[config.mk]
export PLATFORM = sky130hd
export DESIGN_NAME = three_band_biquad_equalizer_unit
export DESIGN_NICKNAME = d
export VERILOG_FILES = /design/src/tbbeq_pkg.sv /design/src/three_band_biquad_equalizer_unit.sv
export SDC_FILE = /design/constraint.sdc
export NUM_CORES = 2
export LEC_CHECK = 0
export ABC_AREA = 0
export BUFFER_PORTS_ARGS = -buffer_cell sky130_fd_sc_hd__clkbuf_2
export CORE_MARGIN = 2
export CORE_UTILIZATION = 25
export DETAILED_ROUTE_END_ITERATION = 16
export GPL_TIMING_DRIVEN = 0
export HOLD_SLACK_MARGIN = 0.05
export SLEW_MARGIN = 20
export SYNTH_ARGS = -nofsm -noshare
export SYNTH_HDL_FRONTEND = slang
export SYNTH_SLANG_ARGS = --single-unit
[constraint.sdc]
create_clock -name clk -period 19.47 [get_ports clk]
set_input_delay 0.9735 -clock clk [delete_from_list [all_inputs] [get_ports clk]]
set_output_delay 0.9735 -clock clk [all_outputs]
set_load 0.01 [all_outputs]
[src/tbbeq_pkg.sv]
// shared types and constants for the three-band biquad equalizer
package tbbeq_pkg;

  // fixed point and register map
  localparam int COEF_FRAC       = 16;
  localparam int AUDIO_WIDTH     = 16;
  localparam int BAND_SLOTS      = 3;
  localparam int CFG_INDEX_WIDTH = 3;

  localparam logic [CFG_INDEX_WIDTH-1:0] REG_BASS_FF   = 3'd0;
  localparam logic [CFG_INDEX_WIDTH-1:0] REG_BASS_FB   = 3'd1;
  localparam logic [CFG_INDEX_WIDTH-1:0] REG_MID_FF    = 3'd2;
  localparam logic [CFG_INDEX_WIDTH-1:0] REG_MID_FB    = 3'd3;
  localparam logic [CFG_INDEX_WIDTH-1:0] REG_TREBLE_FF = 3'd4;
  localparam logic [CFG_INDEX_WIDTH-1:0] REG_TREBLE_FB = 3'd5;

  // one input request
  typedef struct packed {
    logic signed [AUDIO_WIDTH-1:0] sample_in;
    logic                          first_of_buffer;
  } eq_req_t;

  // one result
  typedef struct packed {
    logic signed [AUDIO_WIDTH-1:0] sample_out;
    logic                          clipped;
  } eq_rsp_t;

  // sequencer states
  typedef enum logic [3:0] {
    ST_IDLE   = 4'b0001,
    ST_MAC    = 4'b0010,
    ST_SAT    = 4'b0100,
    ST_FINISH = 4'b1000
  } eq_state_t;

endpackage

[src/three_band_biquad_equalizer_unit.sv]
// three-band direct form 1 biquad equalizer with one shared multiply-accumulate unit
//
// Usage: audio samples arrive on the req channel (req_valid / req_stall, payload req_data
// with sample_in and first_of_buffer); results leave on the rsp channel (rsp_valid /
// rsp_stall, payload rsp_data with sample_out and clipped). One result per request.
// Coefficients are written through cfg_write / cfg_index / cfg_data while the block idles;
// the user must keep to this, as the block itself does not enforce it. Writes to an index
// past the last register are dropped.
// Timing: one signed multiplier and one accumulator serve all products. Each band runs its
// five products in ST_MAC and then rounds and saturates in ST_SAT; ST_FINISH then loads the
// result register, and the next request is taken once the sequencer is back in ST_IDLE.
// req_stall is high while a sample is being filtered. A finished result sits in the
// output register; a new request is taken while it waits, and the next result is held
// back in the sequencer until the receiver drops rsp_stall.
// Reset (rst, synchronous): history cleared, coefficients back to pass-through
// (b0 = 1.0, all others zero), no result pending.
// first_of_buffer clears all band history before that sample is filtered.
module three_band_biquad_equalizer_unit #(
  parameter int BAND_COUNT   = 3,
  parameter int COEF_WIDTH   = 20,
  parameter int SAMPLE_WIDTH = 24
) (
  input  logic                                    clk,
  input  logic                                    rst,
  input  logic                                    req_valid,
  output logic                                    req_stall,
  input  tbbeq_pkg::eq_req_t                      req_data,
  output logic                                    rsp_valid,
  input  logic                                    rsp_stall,
  output tbbeq_pkg::eq_rsp_t                      rsp_data,
  input  logic                                    cfg_write,
  input  logic [tbbeq_pkg::CFG_INDEX_WIDTH-1:0]   cfg_index,
  input  logic [3*COEF_WIDTH-1:0]                 cfg_data
);
  import tbbeq_pkg::*;

  localparam int CW     = COEF_WIDTH;
  localparam int SW     = SAMPLE_WIDTH;
  localparam int PW     = CW + SW;
  localparam int AW     = PW + 3;
  localparam int SHW    = AW - COEF_FRAC;
  localparam int BAND_W = (BAND_COUNT > 1) ? $clog2(BAND_COUNT) : 1;
  localparam logic signed [AW-1:0] ROUND_BIAS = AW'(1 << (COEF_FRAC - 1));
  localparam logic [BAND_W-1:0]    LAST_BAND  = BAND_W'(BAND_COUNT - 1);

  localparam logic [2:0] TERM_B0 = 3'd0;
  localparam logic [2:0] TERM_B1 = 3'd1;
  localparam logic [2:0] TERM_B2 = 3'd2;
  localparam logic [2:0] TERM_A1 = 3'd3;
  localparam logic [2:0] TERM_A2 = 3'd4;

  typedef struct packed {
    logic signed [SW-1:0] d1;
    logic signed [SW-1:0] d2;
  } hist_t;

  eq_state_t             state;
  logic [BAND_W-1:0]     band;
  logic [2:0]            term;
  logic signed [SW-1:0]  x_cur;
  logic signed [PW-1:0]  prod;
  logic                  prod_sub;
  logic signed [AW-1:0]  acc;
  logic                  clip;
  hist_t                 hist_x [BAND_COUNT];
  hist_t                 hist_y [BAND_COUNT];
  logic [3*CW-1:0]       cfg_ff [BAND_SLOTS];
  logic [2*CW-1:0]       cfg_fb [BAND_SLOTS];

  logic [1:0]            cfg_slot;
  logic [3*CW-1:0]       ff_sel;
  logic [2*CW-1:0]       fb_sel;
  logic signed [CW-1:0]  coef_op;
  logic signed [SW-1:0]  data_op;
  logic signed [PW-1:0]  prod_next;
  logic signed [AW-1:0]  prod_ext;
  logic signed [AW-1:0]  acc_next;
  logic [SHW-1:0]        shifted;
  logic [SHW-SW:0]       sec_upper;
  logic                  sec_ovf;
  logic signed [SW-1:0]  y_sec;
  logic [SW-AUDIO_WIDTH:0] fin_upper;
  logic                  fin_ovf;
  logic signed [AUDIO_WIDTH-1:0] y_fin;
  logic                  req_take;
  logic                  rsp_free;

  assign req_stall = (state != ST_IDLE);
  assign req_take  = req_valid && !req_stall;
  assign rsp_free  = !rsp_valid || !rsp_stall;

  // coefficient and operand select for the current band and term
  assign cfg_slot = 2'(band);
  assign ff_sel   = cfg_ff[cfg_slot];
  assign fb_sel   = cfg_fb[cfg_slot];

  always_comb begin
    unique case (term)
      TERM_B0: begin
        coef_op = $signed(ff_sel[0*CW +: CW]);
        data_op = x_cur;
      end
      TERM_B1: begin
        coef_op = $signed(ff_sel[1*CW +: CW]);
        data_op = hist_x[band].d1;
      end
      TERM_B2: begin
        coef_op = $signed(ff_sel[2*CW +: CW]);
        data_op = hist_x[band].d2;
      end
      TERM_A1: begin
        coef_op = $signed(fb_sel[0*CW +: CW]);
        data_op = hist_y[band].d1;
      end
      TERM_A2: begin
        coef_op = $signed(fb_sel[1*CW +: CW]);
        data_op = hist_y[band].d2;
      end
      default: begin
        coef_op = '0;
        data_op = '0;
      end
    endcase
  end

  // shared multiplier and accumulator
  assign prod_next = coef_op * data_op;
  assign prod_ext  = {{(AW-PW){prod[PW-1]}}, prod};
  assign acc_next  = prod_sub ? (acc - prod_ext) : (acc + prod_ext);

  // round (bias already in acc), floor shift, saturate to the section width
  assign shifted   = acc_next[AW-1:COEF_FRAC];
  assign sec_upper = shifted[SHW-1:SW-1];
  assign sec_ovf   = !((&sec_upper) || !(|sec_upper));
  assign y_sec     = sec_ovf ? {shifted[SHW-1], {(SW-1){~shifted[SHW-1]}}}
                             : $signed(shifted[SW-1:0]);

  // final saturation to the audio width
  assign fin_upper = x_cur[SW-1:AUDIO_WIDTH-1];
  assign fin_ovf   = !((&fin_upper) || !(|fin_upper));
  assign y_fin     = fin_ovf ? {x_cur[SW-1], {(AUDIO_WIDTH-1){~x_cur[SW-1]}}}
                             : $signed(x_cur[AUDIO_WIDTH-1:0]);

  // configuration registers
  always_ff @(posedge clk) begin
    if (rst) begin
      for (int i = 0; i < BAND_SLOTS; i++) begin
        cfg_ff[i] <= (3*CW)'(65536);
        cfg_fb[i] <= '0;
      end
    end else if (cfg_write) begin
      unique case (cfg_index)
        REG_BASS_FF:   cfg_ff[0] <= cfg_data;
        REG_BASS_FB:   cfg_fb[0] <= cfg_data[2*CW-1:0];
        REG_MID_FF:    cfg_ff[1] <= cfg_data;
        REG_MID_FB:    cfg_fb[1] <= cfg_data[2*CW-1:0];
        REG_TREBLE_FF: cfg_ff[2] <= cfg_data;
        REG_TREBLE_FB: cfg_fb[2] <= cfg_data[2*CW-1:0];
        default: ;
      endcase
    end
  end

  // sequencer, history and control
  always_ff @(posedge clk) begin
    if (rst) begin
      state     <= ST_IDLE;
      band      <= '0;
      term      <= TERM_B0;
      rsp_valid <= 1'b0;
      for (int i = 0; i < BAND_COUNT; i++) begin
        hist_x[i] <= '0;
        hist_y[i] <= '0;
      end
    end else begin
      // result taken with no new one to load
      if (rsp_valid && !rsp_stall && (state != ST_FINISH)) begin
        rsp_valid <= 1'b0;
      end
      unique case (state)
        ST_IDLE: begin
          if (req_take) begin
            state <= ST_MAC;
            band  <= '0;
            term  <= TERM_B0;
            if (req_data.first_of_buffer) begin
              for (int i = 0; i < BAND_COUNT; i++) begin
                hist_x[i] <= '0;
                hist_y[i] <= '0;
              end
            end
          end
        end
        ST_MAC: begin
          if (term == TERM_A2) begin
            state <= ST_SAT;
          end else begin
            term <= term + 3'd1;
          end
        end
        ST_SAT: begin
          hist_x[band] <= '{d1: x_cur, d2: hist_x[band].d1};
          hist_y[band] <= '{d1: y_sec, d2: hist_y[band].d1};
          term         <= TERM_B0;
          if (band == LAST_BAND) begin
            state <= ST_FINISH;
          end else begin
            band  <= band + BAND_W'(1);
            state <= ST_MAC;
          end
        end
        ST_FINISH: begin
          if (rsp_free) begin
            rsp_valid <= 1'b1;
            state     <= ST_IDLE;
          end
        end
        default: state <= ST_IDLE;
      endcase
    end
  end

  // datapath registers
  always_ff @(posedge clk) begin
    unique case (state)
      ST_IDLE: begin
        x_cur <= SW'($signed(req_data.sample_in));
        acc   <= ROUND_BIAS;
        clip  <= 1'b0;
      end
      ST_MAC: begin
        prod     <= prod_next;
        prod_sub <= (term == TERM_A1) || (term == TERM_A2);
        if (term != TERM_B0) begin
          acc <= acc_next;
        end
      end
      ST_SAT: begin
        x_cur <= y_sec;
        acc   <= ROUND_BIAS;
        clip  <= clip | sec_ovf;
      end
      ST_FINISH: begin
        if (rsp_free) begin
          rsp_data.sample_out <= y_fin;
          rsp_data.clipped    <= clip | fin_ovf;
        end
      end
      default: ;
    endcase
  end

endmodule
# Word-level counts from Yosys, hierarchy flattened
# Memories as Yosys holds them, arrays and structs flattened. A register that Yosys moved wholly into a read port is not among the register bits.
# Cells that the tools add are included.
dict set report word_totals {
  inputBits 85
  mem_count 4
  regBits 144
  mem_bits_rw 588
  output_inout_bits 19
  word_cells 173
}
dict set report classes {
  bitwise_logic 16
  n_eq_ne 22
  reduce_logical 32
  n_mul 1
  n_addsub 4
  mux 83
}
# name depth word_bits read_ports rd_clocked_by_memory_dff write_ports line_no
set mem_list {}
lappend mem_list {cfg_ff 3 60 1 1 3 three_band_biquad_equalizer_unit.sv:67} ;# logic [3*CW-1:0] cfg_ff [BAND_SLOTS];
lappend mem_list {hist_x 3 48 1 1 3 three_band_biquad_equalizer_unit.sv:65} ;# hist_t hist_x [BAND_COUNT];
lappend mem_list {hist_y 3 48 1 1 3 three_band_biquad_equalizer_unit.sv:66} ;# hist_t hist_y [BAND_COUNT];
lappend mem_list {cfg_fb 3 40 1 1 3 three_band_biquad_equalizer_unit.sv:68} ;# logic [2*CW-1:0] cfg_fb [BAND_SLOTS];
# cell count
set ops {}
lappend ops {{two-way mux 48 bit} 8}
lappend ops {{two-way mux 60 bit} 3}
lappend ops {{two-way mux 40 bit} 3}
lappend ops {{one-hot mux 24 bit (5 select lines)} 1}
lappend ops {{one-hot mux 20 bit (5 select lines)} 1}
lappend ops {{OR reduction 48 bit} 2}
lappend ops {{two-way mux 47 bit} 2}
lappend ops {{one-hot mux 47 bit (2 select lines)} 1}
lappend ops {{one-hot mux 24 bit (2 select lines)} 1}
lappend ops {{adder 47 x 44 -> 47 bit} 1}
lappend ops {{subtractor 47 x 44 -> 47 bit} 1}
lappend ops {{multiplier 20 x 24 -> 44 bit} 1}
lappend ops {{two-way mux 1 bit} 39}
lappend ops {{two-way mux 2 bit} 12}
lappend ops {{two-way mux 24 bit} 1}
lappend ops {{two-way mux 16 bit} 1}
lappend ops {{two-way mux 4 bit} 4}
lappend ops {{one-hot mux 4 bit (4 select lines)} 1}
lappend ops {{OR 1 bit} 14}
lappend ops {{equality test 3 x 2 -> 1 bit, second input constant} 4}
lappend ops {{!= test 2 bit, second input constant} 6}
lappend ops {{equality test 3 bit, second input constant} 3}
lappend ops {{one-hot mux 3 bit (3 select lines)} 1}
lappend ops {{AND reduction 3 bit} 3}
lappend ops {{26 further kinds} 44}

# Logic depth before layout (Yosys ltp)
dict set report depth {
  depth_word 9
  mapped_depth 38
  depth_no_buf 35
}

# Worst setup path before layout
# Ideal clock, no wire load.
dict set report synth_timing {
  kind {reg-to-reg}
  from {reg state[1]}
  to {reg acc[0], enable pin}
  period_less_slack_ps 10741
  setup_time_ps 1013
  n_path_buf 0
  path_slack_ps 8729
  required_time_ps 18457
  arrival_ps 9728
  stages_incl_launch_ff 3
  cell_sequence {dfxtp_1 nor4b_1 a21oi_1}
}
dict set report synth_between {
  elab_chain_len 4
  word_cells_on_any_way 7
  classes_between {eq/ne (4); reduce/logical (3)}
}
# item line_no
set synth_rtl {}
lappend synth_rtl {{start: declaration} three_band_biquad_equalizer_unit.sv:57} ;# eq_state_t state;
lappend synth_rtl {{start signal: assignment} three_band_biquad_equalizer_unit.sv:167} ;# state <= ST_IDLE;
lappend synth_rtl {{start signal: assignment} three_band_biquad_equalizer_unit.sv:183} ;# state <= ST_MAC;
lappend synth_rtl {{start signal: assignment} three_band_biquad_equalizer_unit.sv:196} ;# state <= ST_SAT;
lappend synth_rtl {{equality test 4 x 3 -> 1 bit / equality test 4 x 1 -> 1 bit (equally long branches)} three_band_biquad_equalizer_unit.sv:225} ;# unique case (state)
lappend synth_rtl {{OR reduction 2 bit (no source line)} -}
lappend synth_rtl {{nonzero test 2 bit (no source line)} -}
lappend synth_rtl {{AND reduction 2 bit (no source line) (*)} -}
lappend synth_rtl {{end signal: assignment} three_band_biquad_equalizer_unit.sv:235} ;# acc <= acc_next;
lappend synth_rtl {{end: declaration} three_band_biquad_equalizer_unit.sv:63} ;# logic signed [AW-1:0] acc;
# Every way passes the cells marked *; elsewhere a longest branch is shown, timed or not.
# A chain may end at the register's enable or synchronous reset.

==> out/qor.txt <==
root buf cell - clkbuf_16
initial drt markers - 4,322
EDFF count, synth - 818
gr busiest metal - met2
initial antenna violation count - 13
Core ar. - 0.220 mm2
final worst-path cycle share - 0.632
gpl congestion - 0.919
HPWL after detailed placement - 137,000 um
post-cts sizing count - 0
grt met1 use - 0.218
top_reg_cell synth - edfxtp_1
io pins - 104
Post-DRT Antenna Nets - 0
area of the multi-input gates - 0.0275 mm2
syn nets - 5,498
Synth async-reset ratio - 0
worst skew pair latency - 690 ps
CP max FO - 10
Post-DP Area - 0.0604 mm2
Inserted Clock Buffers - 90
Worst R2R Setup Slack - 7170 ps
first drt pass iteration count - 6
Synth Register Bits - 830
Hold Path End - rsp_valid
cell area after layout - 0.0632 mm2
CP Data Required Time - 19,830 ps
Worst EP arrival - 12,670 ps
Global Route met2 Usage - 0.254
Vias/cell - 4.89
Worst Tran Pin Value - 1280 ps
Fmax achieved - 0.0813 GHz
CTS hold repair buffers - 0
number of I/O port buffers - 103
largest area contributor in the netlist - edfxtp_1
skew final - 46.8 ps
GRT Util Overall - 0.159
most common cell in the netlist - edfxtp_1
Final Critical Period - 12,300 ps
Hold Path Origin - rsp_valid
register area - 0.0248 mm2
die area - 0.226 mm2
# fillers - 22,517
cell family with most CP delay - adder cells
initial core utilization - 0.252
sequential cell area fraction in the yosys report - 0.447
status - finished, final reports clean
largest net degree at the start of global routing - 44
share of cells above drive strength 1 - 0.0924
CP peak stage delay - 890 ps
Synth top cells by count - 818 x edfxtp_1, 631 x inv_1, 494 x fa_1, 455 x nand2_1, 331 x nor2_1
CP endpoint kind - register
slowest CP cell - clkbuf_1
synth top area cells - edfxtp_1 44%, fa_1 18%, inv_1 4.3%
vias in the first global route - 39,635
Syn Area/Cell - 11.7 um2
library cells used by synthesis - 82
WL final - 182,000 um
WS Path Type - register to register
Die Y - 475 um
first-pass GRT wire length - 266,000 um
Wirelength per Cell - 22.7 um
unrepaired setup endpoints after global routing - no
Clock Sinks - 830
R2R depth - 32
FF-to-FF End - prod[42]
setup bufs post-CTS - 0
Slew Limit Fails - 0
Area growth, synth to finish - 13.9%
top-area cell type share of the netlist area - 0.442
clock slew at reported path FFs - 60 ps
Setup violations, final - 0
# rows - 172
Max-cap violations - 0
worst hold path class - register to register
post-synth design cell area - 0.0555 mm2
Die X-Extent - 475 um
worst hold stages - 2
drc violations - 0
H-Tree Depth - 3
crit path launch type - register
via count - 39,149
yosys warns - 0
GR Overflow Total - 0
Crit path top cell by count - fa_1
nets - 5,725
TritonCTS clock tree - done
crit path buf inv count - 10
M3 GR Usage - 0.0278
Worst slew margin - 0.143
Hold Violations, Final - 0
Max clock buf depth - 3
gate count after technology mapping - 4,749
[per-stage QoR]
| step | std cells | setup TNS, ps | util | setup WS (ps) | hold slack (ps) |
|---|---|---|---|---|---|
| finish | 8000 | 0 | 0.287 | 7170 | 526 |
| global route | 7999 | 0 | 0.287 | 6730 | 575 |
| CTS | 7998 | 0 | 0.287 | 6980 | 517 |
| detailed placement | 7841 | 0 | 0.275 | 7030 | 500 |
| global placement | 7810 | -1350 | 0.271 | -34.0 | 481 |
| floorplan | 4749 | 0 | - | 8730 | 465 |
[layout make-up]
type / count / share of cell area
Clock inverter: 44 / 0.00596
Timing Repair Buffer: 135 / 0.0165
Multi-Input combinational cell: 3024 / 0.435
Inverter: 633 / 0.0376
Clock buffer: 113 / 0.0377
Tap cell: 2958 / 0.0585
Antenna cell: 1 / 0.0000396
Buffer: 262 / 0.0164
Sequential cell: 830 / 0.392
[placed cells by master, fill, tap and decap left out, types with 109 or more instances in the layout]
master,n
a21oi_1,133
and2_1,141
and3_1,224
clkbuf_1,227
clkbuf_2,109
edfxtp_1,818
fa_1,494
ha_1,170
inv_1,631
nand2_1,452
nor2_1,330
[state kept, by name (all words and copies together), names as in the netlist, named ones only]
signal     flops
hist_x       192
hist_y       192
cfg_ff       180
cfg_fb       120
acc           47
prod          44
x_cur         24
rsp_data      17
state          4
term           3
band           2
clip           1
prod_sub       1
rsp_valid      1
[how the worst max path moves through the flow]
stage              from  endpoint  slack, ps  cells after the start
3_3_place_gp   state[1]   acc[14]        -30                      2
2_1_floorplan  state[1]    acc[0]       8730                      2
4_1_cts        register  prod[42]       6980                     32
3_5_place_dp   register  prod[42]       7030                     32
5_1_grt        register  prod[42]       6730                     32
6_report       register  prod[42]       7170                     32
[worst register-to-register path: cells and delay by family (launching register included)]
family,cells,cell delay [ps]
adder cells (fa/ha/maj),8,3860
buffers and inverters,10,3480
AO/OA/AOI/OAI,10,3390
AND/OR/NAND/NOR,4,640
flip-flops,1,630
[per-layer routing]
| layer | vias to the layer above | part of all wire |
|---|---|---|
| met2 | 1902 | 0.46 |
| li1 | 16731 | - |
| met3 | 303 | 0.090 |
| met4 | 4 | 0.036 |
| met5 | - | 0.000099 |
| met1 | 20209 | 0.41 |
[cell families (layout without fill, tap and decap cells)]
| group | Yosys count | count (layout) | share of synthesized area |
|---|---|---|---|
| AND/OR/NAND/NOR | 1420 | 1420 | 0.125 |
| buffers and inverters | 895 | 1187 | 0.0612 |
| flip-flops | 830 | 830 | 0.447 |
| adder cells (fa/ha/maj) | 664 | 664 | 0.216 |
| AO/OA/AOI/OAI | 610 | 610 | 0.0716 |
| multiplexers | 203 | 203 | 0.0587 |
| XOR/XNOR | 127 | 127 | 0.0200 |
| other | 0 | 1 | 0 |
Power is not shown: default switching activity piles up to over one toggle a cycle in this logic, so the estimate is an artifact.
